[src/b62d_pkg.sv]
`timescale 1ns / 1ps
`default_nettype none

package b62d_pkg;

	typedef enum logic [2:0] {
		S_IDLE,
		S_MUL,
		S_FIN,
		S_SINGLE,
		S_SKIP,
		S_ZEROS,
		S_VAL,
		S_CLEAR
	} state_t;

	typedef logic [2:0] status_t;

	localparam status_t ST_OK    = 3'd0;
	localparam status_t ST_EMPTY = 3'd1;
	localparam status_t ST_BAD   = 3'd2;
	localparam status_t ST_SMALL = 3'd3;
	localparam status_t ST_OVER  = 3'd4;

	localparam logic [4:0] CAP_RESET = 5'd16;
	localparam logic [4:0] REQ_SAT   = 5'd31;

	// alphabet 0-9, a-z, A-Z; bit 6 flags a character inside the alphabet
	function automatic logic [6:0] digit_of(input logic [7:0] c);
		logic [6:0] r;
		r = 7'd0;
		if (c >= 8'h30 && c <= 8'h39) begin
			r = {1'b1, 6'(c - 8'h30)};
		end else if (c >= 8'h61 && c <= 8'h7a) begin
			r = {1'b1, 6'(c - 8'h61 + 8'd10)};
		end else if (c >= 8'h41 && c <= 8'h5a) begin
			r = {1'b1, 6'(c - 8'h41 + 8'd36)};
		end
		return r;
	endfunction

endpackage

`default_nettype wire

[src/base62_string_decoder_top.sv]
`timescale 1ns / 1ps
`default_nettype none

// base-62 string decoder (alphabet 0-9, a-z, A-Z)
// input channel: one character per beat (char_code, has_char, last_char),
// in_valid / in_stall; a beat is taken when in_valid is high and in_stall low.
// a significant character runs a serial multiply-by-62 over the stored value,
// one byte per cycle; leading '0' characters, invalid characters and empty
// beats are taken without a multiply pass. on the last beat the block
// decides, shifts the top value byte into place, then emits lz zero bytes
// and vlen value bytes, most significant first, one per cycle while
// out_stall is low, with a turnaround step per phase and a final step to
// clear the string state. an error, empty, overflowing or too-small string
// gives a single beat with last_byte set. output channel: out_valid /
// out_stall with a registered payload; while the receiver stalls the beat
// holds, and no new input is taken until the string's last beat is loaded.
// config: cfg_valid / cfg_ready write out_capacity, always ready; write only
// while idle. reset clears the string state and sets the stored capacity to 16.
module base62_string_decoder_top
	import b62d_pkg::*;
#(
	parameter int MAX_BYTES = 16
) (
	input  wire logic       clk,
	input  wire logic       arst_n,
	input  wire logic       in_valid,
	output      logic       in_stall,
	input  wire logic [7:0] char_code,
	input  wire logic       has_char,
	input  wire logic       last_char,
	output      logic       out_valid,
	input  wire logic       out_stall,
	output      logic [7:0] data_byte,
	output      logic       last_byte,
	output      logic [2:0] status,
	output      logic [4:0] required_size,
	input  wire logic       cfg_valid,
	output      logic       cfg_ready,
	input  wire logic [4:0] out_capacity
);

	localparam int CW = $clog2(MAX_BYTES + 1);
	localparam int TW = CW + 1;
	localparam int KW = (TW > 5) ? TW : 5;
	localparam logic [CW-1:0] MAX_C  = CW'(MAX_BYTES);
	localparam logic [CW-1:0] LAST_C = CW'(MAX_BYTES - 1);
	localparam logic [KW-1:0] MAX_K  = KW'(MAX_BYTES);

	state_t          state_q, state_d;
	logic [7:0]      val_q [MAX_BYTES];
	logic [CW-1:0]   cnt_q, cnt_d;
	logic [CW-1:0]   lz_q;
	logic [CW-1:0]   vlen_q;
	logic [5:0]      carry_q;
	logic            run_q, bad_q, ovf_q, last_q;
	logic [4:0]      cap_q;

	logic            out_valid_q, last_byte_q;
	logic [7:0]      data_byte_q;
	status_t         status_q;
	logic [4:0]      req_q;

	logic            load, shift_dn, shift_up, clr, slot;
	logic [7:0]      o_byte;
	logic            o_last;
	status_t         o_st;
	logic [4:0]      o_req;

	logic [6:0]      dig;
	logic            in_acc;
	logic [13:0]     prod;
	logic [KW-1:0]   total;
	logic            is_empty, is_over, is_small;

	assign dig    = digit_of(char_code);
	assign in_acc = in_valid && !in_stall;
	// v * 62 + carry, at most 61 carried into the next byte
	assign prod   = ({6'd0, val_q[0]} << 6) - ({6'd0, val_q[0]} << 1) + {8'd0, carry_q};
	assign total  = KW'(lz_q) + KW'(vlen_q);

	assign is_empty = run_q && (lz_q == '0) && !ovf_q;
	assign is_over  = ovf_q || (total > MAX_K);
	assign is_small = total > KW'(cap_q);
	assign slot     = !out_valid_q || !out_stall;

	assign in_stall      = (state_q != S_IDLE);
	assign cfg_ready     = 1'b1;
	assign out_valid     = out_valid_q;
	assign data_byte     = data_byte_q;
	assign last_byte     = last_byte_q;
	assign status        = status_q;
	assign required_size = req_q;

	always_ff @(posedge clk or negedge arst_n) begin
		if (!arst_n) begin
			state_q <= S_IDLE;
		end else begin
			state_q <= state_d;
		end
	end

	always_comb begin
		state_d  = state_q;
		cnt_d    = cnt_q;
		load     = 1'b0;
		shift_dn = 1'b0;
		shift_up = 1'b0;
		clr      = 1'b0;
		o_byte   = 8'd0;
		o_last   = 1'b0;
		o_st     = ST_OK;
		o_req    = 5'd0;
		unique case (state_q)
			S_IDLE: begin
				if (in_valid) begin
					if (has_char && dig[6] && !(run_q && dig[5:0] == 6'd0)) begin
						state_d = S_MUL;
						cnt_d   = '0;
					end else if (last_char) begin
						state_d = S_FIN;
					end
				end
			end
			S_MUL: begin
				shift_dn = 1'b1;
				cnt_d    = cnt_q + 1'b1;
				if (cnt_q == LAST_C) begin
					state_d = last_q ? S_FIN : S_IDLE;
				end
			end
			S_FIN: begin
				if (bad_q || is_empty || is_over || is_small) begin
					state_d = S_SINGLE;
				end else begin
					state_d = S_SKIP;
					cnt_d   = MAX_C - vlen_q;
				end
			end
			S_SINGLE: begin
				o_last = 1'b1;
				if (bad_q) begin
					o_st = ST_BAD;
				end else if (is_empty) begin
					o_st = ST_EMPTY;
				end else if (is_over) begin
					o_st = ST_OVER;
				end else begin
					o_st  = ST_SMALL;
					o_req = (total > KW'(REQ_SAT)) ? REQ_SAT : total[4:0];
				end
				if (slot) begin
					load    = 1'b1;
					state_d = S_CLEAR;
				end
			end
			S_SKIP: begin
				// bring the top value byte to the high end of the register
				if (cnt_q == '0) begin
					state_d = S_ZEROS;
					cnt_d   = lz_q;
				end else begin
					shift_up = 1'b1;
					cnt_d    = cnt_q - 1'b1;
				end
			end
			S_ZEROS: begin
				o_last = (cnt_q == CW'(1)) && (vlen_q == '0);
				if (cnt_q == '0) begin
					state_d = S_VAL;
					cnt_d   = vlen_q;
				end else if (slot) begin
					load  = 1'b1;
					cnt_d = cnt_q - 1'b1;
				end
			end
			S_VAL: begin
				o_byte = val_q[MAX_BYTES-1];
				o_last = (cnt_q == CW'(1));
				if (cnt_q == '0) begin
					state_d = S_CLEAR;
				end else if (slot) begin
					load     = 1'b1;
					shift_up = 1'b1;
					cnt_d    = cnt_q - 1'b1;
				end
			end
			S_CLEAR: begin
				clr     = 1'b1;
				state_d = S_IDLE;
			end
			default: begin
				state_d = S_IDLE;
			end
		endcase
	end

	always_ff @(posedge clk or negedge arst_n) begin
		if (!arst_n) begin
			for (int i = 0; i < MAX_BYTES; i++) begin
				val_q[i] <= 8'd0;
			end
			cnt_q   <= '0;
			lz_q    <= '0;
			vlen_q  <= '0;
			carry_q <= 6'd0;
			run_q   <= 1'b1;
			bad_q   <= 1'b0;
			ovf_q   <= 1'b0;
			last_q  <= 1'b0;
		end else begin
			cnt_q <= cnt_d;
			if (in_acc) begin
				last_q <= last_char;
				if (has_char) begin
					if (!dig[6]) begin
						bad_q <= 1'b1;
						run_q <= 1'b0;
					end else if (run_q && dig[5:0] == 6'd0) begin
						if (lz_q < MAX_C) begin
							lz_q <= lz_q + 1'b1;
						end else begin
							ovf_q <= 1'b1;
						end
					end else begin
						run_q   <= 1'b0;
						carry_q <= dig[5:0];
					end
				end
			end
			if (shift_dn) begin
				for (int i = 0; i < MAX_BYTES - 1; i++) begin
					val_q[i] <= val_q[i+1];
				end
				val_q[MAX_BYTES-1] <= prod[7:0];
				carry_q <= prod[13:8];
				// highest nonzero byte is rebuilt on every pass
				if (cnt_q == '0) begin
					vlen_q <= (prod[7:0] != 8'd0) ? CW'(1) : '0;
				end else if (prod[7:0] != 8'd0) begin
					vlen_q <= cnt_q + 1'b1;
				end
				if (cnt_q == LAST_C && prod[13:8] != 6'd0) begin
					ovf_q <= 1'b1;
				end
			end
			if (shift_up) begin
				for (int i = MAX_BYTES - 1; i > 0; i--) begin
					val_q[i] <= val_q[i-1];
				end
				val_q[0] <= 8'd0;
			end
			if (clr) begin
				for (int i = 0; i < MAX_BYTES; i++) begin
					val_q[i] <= 8'd0;
				end
				lz_q   <= '0;
				vlen_q <= '0;
				run_q  <= 1'b1;
				bad_q  <= 1'b0;
				ovf_q  <= 1'b0;
			end
		end
	end

	always_ff @(posedge clk or negedge arst_n) begin
		if (!arst_n) begin
			cap_q <= CAP_RESET;
		end else if (cfg_valid && cfg_ready) begin
			cap_q <= out_capacity;
		end
	end

	always_ff @(posedge clk or negedge arst_n) begin
		if (!arst_n) begin
			out_valid_q <= 1'b0;
		end else if (load) begin
			out_valid_q <= 1'b1;
		end else if (!out_stall) begin
			out_valid_q <= 1'b0;
		end
	end

	always_ff @(posedge clk) begin
		if (load) begin
			data_byte_q <= o_byte;
			last_byte_q <= o_last;
			status_q    <= o_st;
			req_q       <= o_req;
		end
	end

endmodule

`default_nettype wire
[config.mk]
export PLATFORM = sky130hd
export DESIGN_NAME = base62_string_decoder_top
export DESIGN_NICKNAME = d
export VERILOG_FILES = /design/src/b62d_pkg.sv /design/src/base62_string_decoder_top.sv
export SDC_FILE = /design/constraint.sdc
export NUM_CORES = 1
export LEC_CHECK = 0
export BUFFER_PORTS_ARGS = -buffer_cell sky130_fd_sc_hd__buf_2
export CORE_AREA = 2 2 124 174
export CTS_CLUSTER_DIAMETER = 100
export CTS_CLUSTER_SIZE = 30
export DETAILED_ROUTE_END_ITERATION = 10
export DIE_AREA = 0 0 126 176
export PLACE_DENSITY = 0.67
export SLEW_MARGIN = 20
export SYNTH_ARGS = -nofsm -noshare
export SYNTH_HDL_FRONTEND = slang
export SYNTH_SLANG_ARGS = --single-unit
[constraint.sdc]
create_clock -name clk -period 5 [get_ports clk]
set_input_delay 1 -clock clk [delete_from_list [all_inputs] [get_ports clk]]
set_output_delay 1 -clock clk [all_outputs]
set_load 0.01 [all_outputs]
==> flow_summary.toml, run 1 <==
[clocking]
clk_latency_ps = 450
ctsResizeCount = 0
cts_sinks = 179
cts_setup_buffers = 0
htree_num_levels = 4
cts_tree = "done"
root_buffer = "clkbuf_16"
holdBufCountCts = 0
path_clk_slew_ps = 70
clockBufferDepth = 2
cts_made_buffers = 17

[layout]
final-seq-area_um2 = 4570
antenna_cells = 0
drive_gt1_share_pct = 8.63
multi_input_area_um2 = 5120
nFillCells = 1932
area.growth.synth_to_final_pct = 9.78
layout.nets = 1226

[sta]
period_minus_slack_ps = 4010
whs_ps = 510
slew_headroom_pct = 27.1
slew_violations = 0
fmax_mhz = 250
setup_ws_ps = 994
finalHoldViolCount = 0
grt_setup_unrepaired = "false"
final.setup.tns_ps = 0
fin_skew_ps = 12.7
worst_slew_pin_slew_ps = 1090
post-route-period-util_pct = 80.1
setup_viol_count_final = 0

[run_status]
status = "finished clean"

[run]
max_cap_viol_count = 0

[pwr]
swShare_pct = 43.5
p_clk_share_pct = 17.3
pwr-share-seq_pct = 34.2
internal_power_mw = 4.73
p_switching_mw = 3.64
powerDensity_nw_per_um2 = 753
ir_drop_mv = 0.420
leakage_nw = 4.76
pwr-share-comb_pct = 48.5

[yosys]
synth_area_leaders = "dfrtp_1 (40%), nand2_1 (11%), a311oi_1 (10%)"
ys_ff_latch = 179
yosys.area.top_type = "dfrtp_1"
netlist_instances = 1187
synth_edf_count = 17
syn_nets = 1244
ys_types = 77
post-synth-top-area-fraction_pct = 39.5
ys_warn_count = 0
synthFlopType = "dfrtp_1"
synthArstFlopShare_pct = 90.5
syn_area_um2 = 10100
synthTopCellsByCount = "nand2_1 (295), nor2_1 (163), dfrtp_1 (160), a311oi_1 (119), clkbuf_1 (83)"
syn-mean-instance-area_um2 = 8.54
synth-seq-area-share_pct = 45.1
post-synth-top-count-cell = "nand2_1"

[placed_design]
portBuffers = 38
hpwl_mm = 15.5
place_congestion = 0.913
dpl_worst_slack_ps = 524

[floorplanning]
start_util_pct = 49.5
row_count = 62
pin_count = 40
core-area_um2 = 20500
fp.dieW_um = 126
die_h_um = 176
floorplan.die_area_um2 = 22200

[grt]
grt_usage_pct = 22.2
grt_pass1_wl_mm = 41.0
antenna_found_initial = 0
grt_max_degree = 136
grt_pass1_vias = 8336
grt-ovfl-total = 0

[route]
post_drt_wl_per_cell_um = 16.8
dr.pass1.iters = 5
drt_wl_total_mm = 24.1
first_iter_violations = 854
vias = 8632
post-route-drc-count = 0
viasPerCell = 6.00
ant_nets = 0

[hold_path]
hold_start = "cap_q[4]$_DFFE_PN1P_"
min_path_type = "flip-flop to flip-flop"

[critical_path]
r2r-start = "lz_q[0]$_DFFE_PN0P_"
critPathArrivalTime_ps = 4340
startpoint = "char_code[1]"
critPathCaptureType = "flip-flop"
path_class = "primary input to flip-flop"
worstPathMaxFanout = 8
worst_setup_path_start_kind = "primary input"
critical_path_required_ps = 5330
[per-stage QoR]
| step | cells | util [%] | cell area (µm²) | total power [mW] |
|---|---|---|---|---|
| after floorplan | 1187 | - | 10100 | 5.91 |
| after global placement | 1406 | 51.1 | 10500 | 6.82 |
| after detailed placement | 1406 | 51.1 | 10500 | 6.94 |
| after CTS | 1438 | 54.3 | 11100 | 8.41 |
| after global routing | 1438 | 54.3 | 11100 | 9.09 |
| final | 1438 | 54.3 | 11100 | 8.38 |
[path summary, 6_finish.rpt]
kind | to | slack (ps) | depth (start not counted)
setup / recovery | cnt_q[0]$_DFFE_PN0P_ | 990 | 12
hold reg to reg | cap_q[4]$_DFFE_PN1P_ | 510 | 2
min in group asynchronous | cap_q[3]$_DFFE_PN0P_ | 590 | 1
setup reg to reg | cnt_q[0]$_DFFE_PN0P_ | 1380 | 15
hold / removal | cap_q[4]$_DFFE_PN1P_ | 510 | 2
max in group asynchronous | cnt_q[1]$_DFFE_PN0P_ | 3320 | 2
[critical path, cell delays in order]
cell	delay [ps]
buf_2	160
inv_1	110
ha_1	220
or4b_4	580
a31o_1	260
a211oi_2	380
o21ai_0	160
a21oi_1	250
or4_1	300
a31oi_2	200
or2_1	330
o32a_1	360
[per-layer routing]
layer / part of all wire, % / GRT usage [%]
met5: 0 / 0
met3: 2.8 / 3.48
met4: 2.9 / 9.16
met2: 51 / 37.6
met1: 44 / 28.5
[flip-flops by register name (all words and copies together), names as in the netlist, 3 cells and up]
name and cells:
lz_q 5, status 3, val_q 128, carry_q 6
required_size 5, data_byte 8, vlen_q 5, state_q 3
cnt_q 5, cap_q 5
[power by group through the flow]
stage               sequential, mW  combinational [mW]  clock, mW
finish                        2.87                4.06       1.45
floorplan                     2.68                3.22          0
global placement              2.86                3.96          0
CTS                           2.85                4.08       1.47
detailed placement            2.88                4.06          0
global route                  2.96                4.61       1.52
[cell usage in the layout, fill, tap and decap left out, types with 4 or more instances in the layout]
cell,instances
nor2b_1,7
buf_4,10
o21a_1,8
nand2b_1,6
ha_1,36
nor3b_1,4
and2_1,15
xnor2_1,16
o21ai_1,9
a21boi_0,4
inv_1,37
nor3_1,15
o21ai_0,29
a311oi_1,119
a21oi_1,39
and3_1,4
mux2i_1,7
nand2_1,294
o31ai_1,4
o22ai_1,4
buf_2,37
o211ai_1,5
a21o_1,4
or3_1,4
clkbuf_16,20
dfrtp_1,160
nor2_1,162
nand3_1,12
edfxtp_1,17
[cell type report]
cell class | count | share of cell area [%]
flip-flops and latches | 179 | 41.0
multi-input cells | 883 | 46.1
repair buffers | 51 | 2.98
inverters | 37 | 1.25
clock inverters | 9 | 1.01
clock buffers | 23 | 4.78
well taps | 256 | 2.88
[logic make-up (layout without fill, tap and decap cells)]
logic type	Yosys count	count (layout)	share of synthesized area (%)
adders and majority gates	37	37	4.64
xor gates and xnor gates	18	18	1.56
DFF	179	179	45.1
AOI/OAI and AO/OA	269	269	20.3
muxes	10	10	1.02
buffers and inverters	125	120	4.69
other	1	1	0.0370
and+or+nand+nor	548	548	22.7
No activity file was read; power rests on OpenSTA's default activity.
==> run 2: changes to the inputs <==
==> constraint.sdc (replaced) <==
create_clock -name clk -period 3.7 [get_ports clk]
set_input_delay 0.74 -clock clk [delete_from_list [all_inputs] [get_ports clk]]
set_output_delay 0.74 -clock clk [all_outputs]
set_load 0.01 [all_outputs]
==> run 2 against run 1 <==
Clock-buffer cell count is 4 lower. Power is 36% higher. Global-route usage is 0.072 points higher. Clock power is 34% higher. Die area stayed put. Design area is 2.5% higher. Combinational power is 38% higher. Critical path type unchanged. Critical endpoint is now lz_q[3]$_DFFE_PN0P_. Highest routed layer unchanged.
==> flow_summary.toml, run 2 (synthesized netlist as in run 1, its figures left out) <==
[pwr]
internal_power_mw = 6.47
p_clk_share_pct = 17.0
swShare_pct = 43.3
pwr-share-comb_pct = 49.1
powerDensity_nw_per_um2 = 1000
ir_drop_mv = 0.472
total_power_mw = 11.4
pwr-share-seq_pct = 33.9
leakage_nw = 4.93
p_switching_mw = 4.94

[floorplanning]
row_count = 62
pin_count = 40
core-area_um2 = 20500
start_util_pct = 49.5
floorplan.die_area_um2 = 22200
fp.dieW_um = 126
die_h_um = 176

[critical_path]
critical_path_required_ps = 4020
worst_setup_path_start_kind = "primary input"
critPathCaptureType = "flip-flop"
critPathArrivalTime_ps = 3790
worstPathMaxFanout = 6
path_class = "primary input to flip-flop"

[clocking]
clockBufferDepth = 2
holdBufCountCts = 0
path_clk_slew_ps = 70
root_buffer = "clkbuf_16"
cts_made_buffers = 17
cts_tree = "done"
cts_setup_buffers = 0
htree_num_levels = 4
clk_latency_ps = 440
ctsResizeCount = 0
cts_sinks = 179

[layout]
antenna_cells = 0
mostFrequentLayoutCell = "nand2_1"
layout_common_cells = "nand2_1 (294), nor2_1 (162), dfrtp_1 (160)"
layout.nets = 1260
regMostFlops = "val_q"
largest_reg_flops = 128
postLayoutCoreUtil_pct = 55.7
area.growth.synth_to_final_pct = 12.6
drive_gt1_share_pct = 11.5

[grt]
grt_pass1_vias = 8398
grt_pass1_wl_mm = 41.0
grt_usage_pct = 22.3
grt-ovfl-total = 0
antenna_found_initial = 0
grt_max_degree = 89

[sta]
post-route-period-util_pct = 93.7
final.setup.tns_ps = 0
period_minus_slack_ps = 3470
setup_ws_ps = 232
slew_violations = 0
slew_headroom_pct = 46.4
fmax_mhz = 288
fin_skew_ps = 11.6
worst_slew_pin_slew_ps = 804
finalHoldViolCount = 0
grt_setup_unrepaired = "false"
setup_viol_count_final = 0
whs_ps = 309

[placed_design]
place_congestion = 0.935
dpl_worst_slack_ps = -222
hpwl_mm = 16.1
portBuffers = 38

[route]
first_iter_violations = 836
ant_nets = 0
drt_wl_total_mm = 24.2
viasPerCell = 5.93
post-route-drc-count = 0
dr.pass1.iters = 7
vias = 8724
post_drt_wl_per_cell_um = 16.5

[hold_path]
min_path_type = "primary input to asynchronous set/reset pin"

[run_status]
status = "finished clean"

[run]
max_cap_viol_count = 0
run 2: cell count changes in the layout (fill, tap and decap cells not counted), moves of 2 or more:
cell / change
clkbuf_16: -2
clkbuf_8: -2
buf_4: +32
inv_6: +4
buf_12: +2
run 2: area by class of cell:
cell class	count	area [µm²]
Tap cell	256	320
Sequential cell	179	4570
Timing Repair Buffer	85	612
Fill cell	1880	9070
Clock inverter	13	169
Inverter	37	139
Multi-Input combinational cell	883	5150
Clock buffer	19	454
run 2: worst max-delay path, cell delays in order:
cell       delay [ps]
buf_2              90
inv_1              80
ha_1              210
or4b_4            580
a21boi_2          240
a211oi_4           80
a221oi_2          290
o2111ai_1         180
or4_1             570
nor4_4            420
nand4_1           170
mux2i_1           150
run 2: metal layers:
| metal | global-route usage (%) | share of wire [%] | vias to the layer above |
|---|---|---|---|
| met5 | 0 | 0 | - |
| met4 | 6.78 | 2.0 | 0 |
| met3 | 3.64 | 3.0 | 35 |
| met2 | 38.5 | 51 | 184 |
| met1 | 28.9 | 44 | 4299 |
| li1 | - | - | 4206 |
run 2: final timing paths:
kind / start / end / slack [ps] / cells past startpoint
worst max-delay path: char_code[1] / lz_q[3]$_DFFE_PN0P_ / 230 / 12
worst min-delay path: arst_n / cap_q[3]$_DFFE_PN0P_ / 310 / 1
worst max register to register: vlen_q[0]$_DFFE_PN0P_ / cnt_q[0]$_DFFE_PN0P_ / 260 / 15
worst min register to register: cap_q[4]$_DFFE_PN1P_ / cap_q[4]$_DFFE_PN1P_ / 510 / 2
max in group asynchronous: arst_n / val_q[46]$_DFFE_PN0P_ / 2610 / 2
min in group clk: out_capacity[3] / cap_q[3]$_DFFE_PN0P_ / 510 / 3
run 2: power groups by stage:
stage | registers [mW] | logic [mW] | clock network (mW)
after floorplan | 3.63 | 4.36 | 0
after global placement | 3.87 | 5.49 | 0
after detailed placement | 3.88 | 5.61 | 0
after CTS | 3.85 | 5.64 | 1.97
after global routing | 3.98 | 6.36 | 2.03
final | 3.87 | 5.61 | 1.94
run 2: stage by stage:
stage | instance area (µm²) | std cells
after floorplan | 10200 | 1187
after global placement | 10800 | 1440
after detailed placement | 10800 | 1440
after CTS | 11400 | 1472
after global routing | 11400 | 1472
final | 11400 | 1472
==> run 3: changes to the inputs <==
--- a/config.mk
+++ b/config.mk
@@ -6,11 +6,11 @@
 export NUM_CORES = 1
 export LEC_CHECK = 0
 export BUFFER_PORTS_ARGS = -buffer_cell sky130_fd_sc_hd__buf_2
-export CORE_AREA = 2 2 124 174
+export CORE_AREA = 2 2 146 148
 export CTS_CLUSTER_DIAMETER = 100
 export CTS_CLUSTER_SIZE = 30
 export DETAILED_ROUTE_END_ITERATION = 10
-export DIE_AREA = 0 0 126 176
+export DIE_AREA = 0 0 148 150
 export PLACE_DENSITY = 0.67
 export SLEW_MARGIN = 20
 export SYNTH_ARGS = -nofsm -noshare
==> run 3 against run 2 <==
Clock skew fell by 2.4 ps. Combinational power rose by 3%. Flip-flop and latch count did not move. Wire length barely moved. Register-to-register slack improved by 80 ps. Core utilization fell by 0.16 points.
==> flow_summary.toml, run 3 (synthesized netlist as in run 1, its figures left out) <==
[layout]
antenna_cells = 0
regMostFlops = "val_q"
layout.nets = 1265
layout_common_cells = "nand2_1 (294), nor2_1 (162), dfrtp_1 (160)"
stdcell_area_um2 = 11500
mostFrequentLayoutCell = "nand2_1"
nFillCells = 1899
drive_gt1_share_pct = 11.9
area.growth.synth_to_final_pct = 13.4
largest_reg_flops = 128

[grt]
antenna_found_initial = 0
grt-ovfl-total = 0
grt_pass1_wl_mm = 41.6
grt_pass1_vias = 8335
grt_usage_pct = 23.0
grt_max_degree = 74

[route]
post_drt_wl_per_cell_um = 16.2
dr.pass1.iters = 7
viasPerCell = 5.84
ant_nets = 0
first_iter_violations = 692
drt_wl_total_mm = 24.2
vias = 8731
post-route-drc-count = 0

[clocking]
cts_sinks = 179
path_clk_slew_ps = 70
clockBufferDepth = 2
cts_tree = "done"
cts_setup_buffers = 0
htree_num_levels = 4
clk_latency_ps = 430
cts_made_buffers = 17
holdBufCountCts = 0
ctsResizeCount = 0
root_buffer = "clkbuf_16"

[critical_path]
worst_setup_path_start_kind = "primary input"
worstPathMaxFanout = 5
critical_path_required_ps = 4010
critPathArrivalTime_ps = 3780
r2r-start = "lz_q[0]$_DFFE_PN0P_"
startpoint = "char_code[1]"
rr_worst_depth = 15
critPathCaptureType = "flip-flop"
path_class = "primary input to flip-flop"

[placed_design]
portBuffers = 38
place_congestion = 0.912
place_area_um2 = 10900
hpwl_mm = 16.2

[sta]
fmax_mhz = 288
setup_viol_count_final = 0
slew_headroom_pct = 43.8
slew_violations = 0
post-route-period-util_pct = 93.7
worst_slew_pin_slew_ps = 841
period_minus_slack_ps = 3470
finalHoldViolCount = 0
grt_setup_unrepaired = "false"
fin_skew_ps = 9.21

[run_status]
status = "finished clean"

[pwr]
total_power_mw = 11.5
powerDensity_nw_per_um2 = 998
ir_drop_mv = 0.414
leakage_nw = 4.96

[floorplanning]
floorplan.die_area_um2 = 22200
pin_count = 40
fp.dieW_um = 148
die_h_um = 150
row_count = 53
start_util_pct = 49.0
core-area_um2 = 20700

[hold_path]
min_path_type = "primary input to asynchronous set/reset pin"

[run]
max_cap_viol_count = 0
-- run 3: cell type report --
cell class                      count  area, µm²  area share, %
Clock buffer                       17        425           3.70
Timing Repair Buffer               90        699           6.09
Multi-Input combinational cell    883       5150           44.8
Inverter                           37        139           1.21
Tap cell                          275        344           2.99
Sequential cell                   179       4570           39.7
Clock inverter                     15        170           1.48
-- run 3: worst paths after layout --
kind	endpoint	slack, ps
worst max-delay path	lz_q[3]$_DFFE_PN0P_	230
min in group clk	run_q$_DFFE_PN1P_	500
worst max register to register	cnt_q[0]$_DFFE_PN0P_	340
worst min register to register	run_q$_DFFE_PN1P_	500
max in group asynchronous	val_q[55]$_DFFE_PN0P_	2430
worst min-delay path	cap_q[1]$_DFFE_PN0P_	300
-- run 3: stage by stage --
stage          instances  worst slack, ps  setup TNS (ps)  utilization [%]  hold WS [ps]
2_1_floorplan       1187             39.8               0                -           444
3_3_place_gp        1464             -170           -1120             52.7           488
3_5_place_dp        1464             -215           -1880             52.7           496
4_1_cts             1496              234               0             55.5           335
5_1_grt             1496             6.15               0             55.5           349
6_report            1496              233               0             55.5           300
-- run 3: per-layer routing --
| metal | global-route usage [%] | routed length, µm | vias up |
|---|---|---|---|
| met4 | 6.86 | 424 | 0 |
| met1 | 31.7 | 11400 | 4281 |
| met3 | 3.81 | 904 | 30 |
| met5 | 0 | 0 | - |
| met2 | 37.3 | 11500 | 184 |
| li1 | - | - | 4236 |
-- run 3: critical path, cell delays in order --
cell	delay [ps]
buf_2	90
inv_1	90
ha_1	210
or4b_4	580
a31o_4	260
nand2_1	80
o22ai_1	90
a211o_1	310
or4_1	610
nor4_4	400
nand4_1	170
mux2i_1	150
-- run 3: power breakdown --
part	internal, mW	leakage, nW	total (mW)	switching (mW)
Combinational	2.38	2.52	5.78	3.40
Sequential	3.04	2.15	3.85	0.804
Clock	1.02	0.288	1.85	0.832
Total	6.44	4.96	11.5	5.04
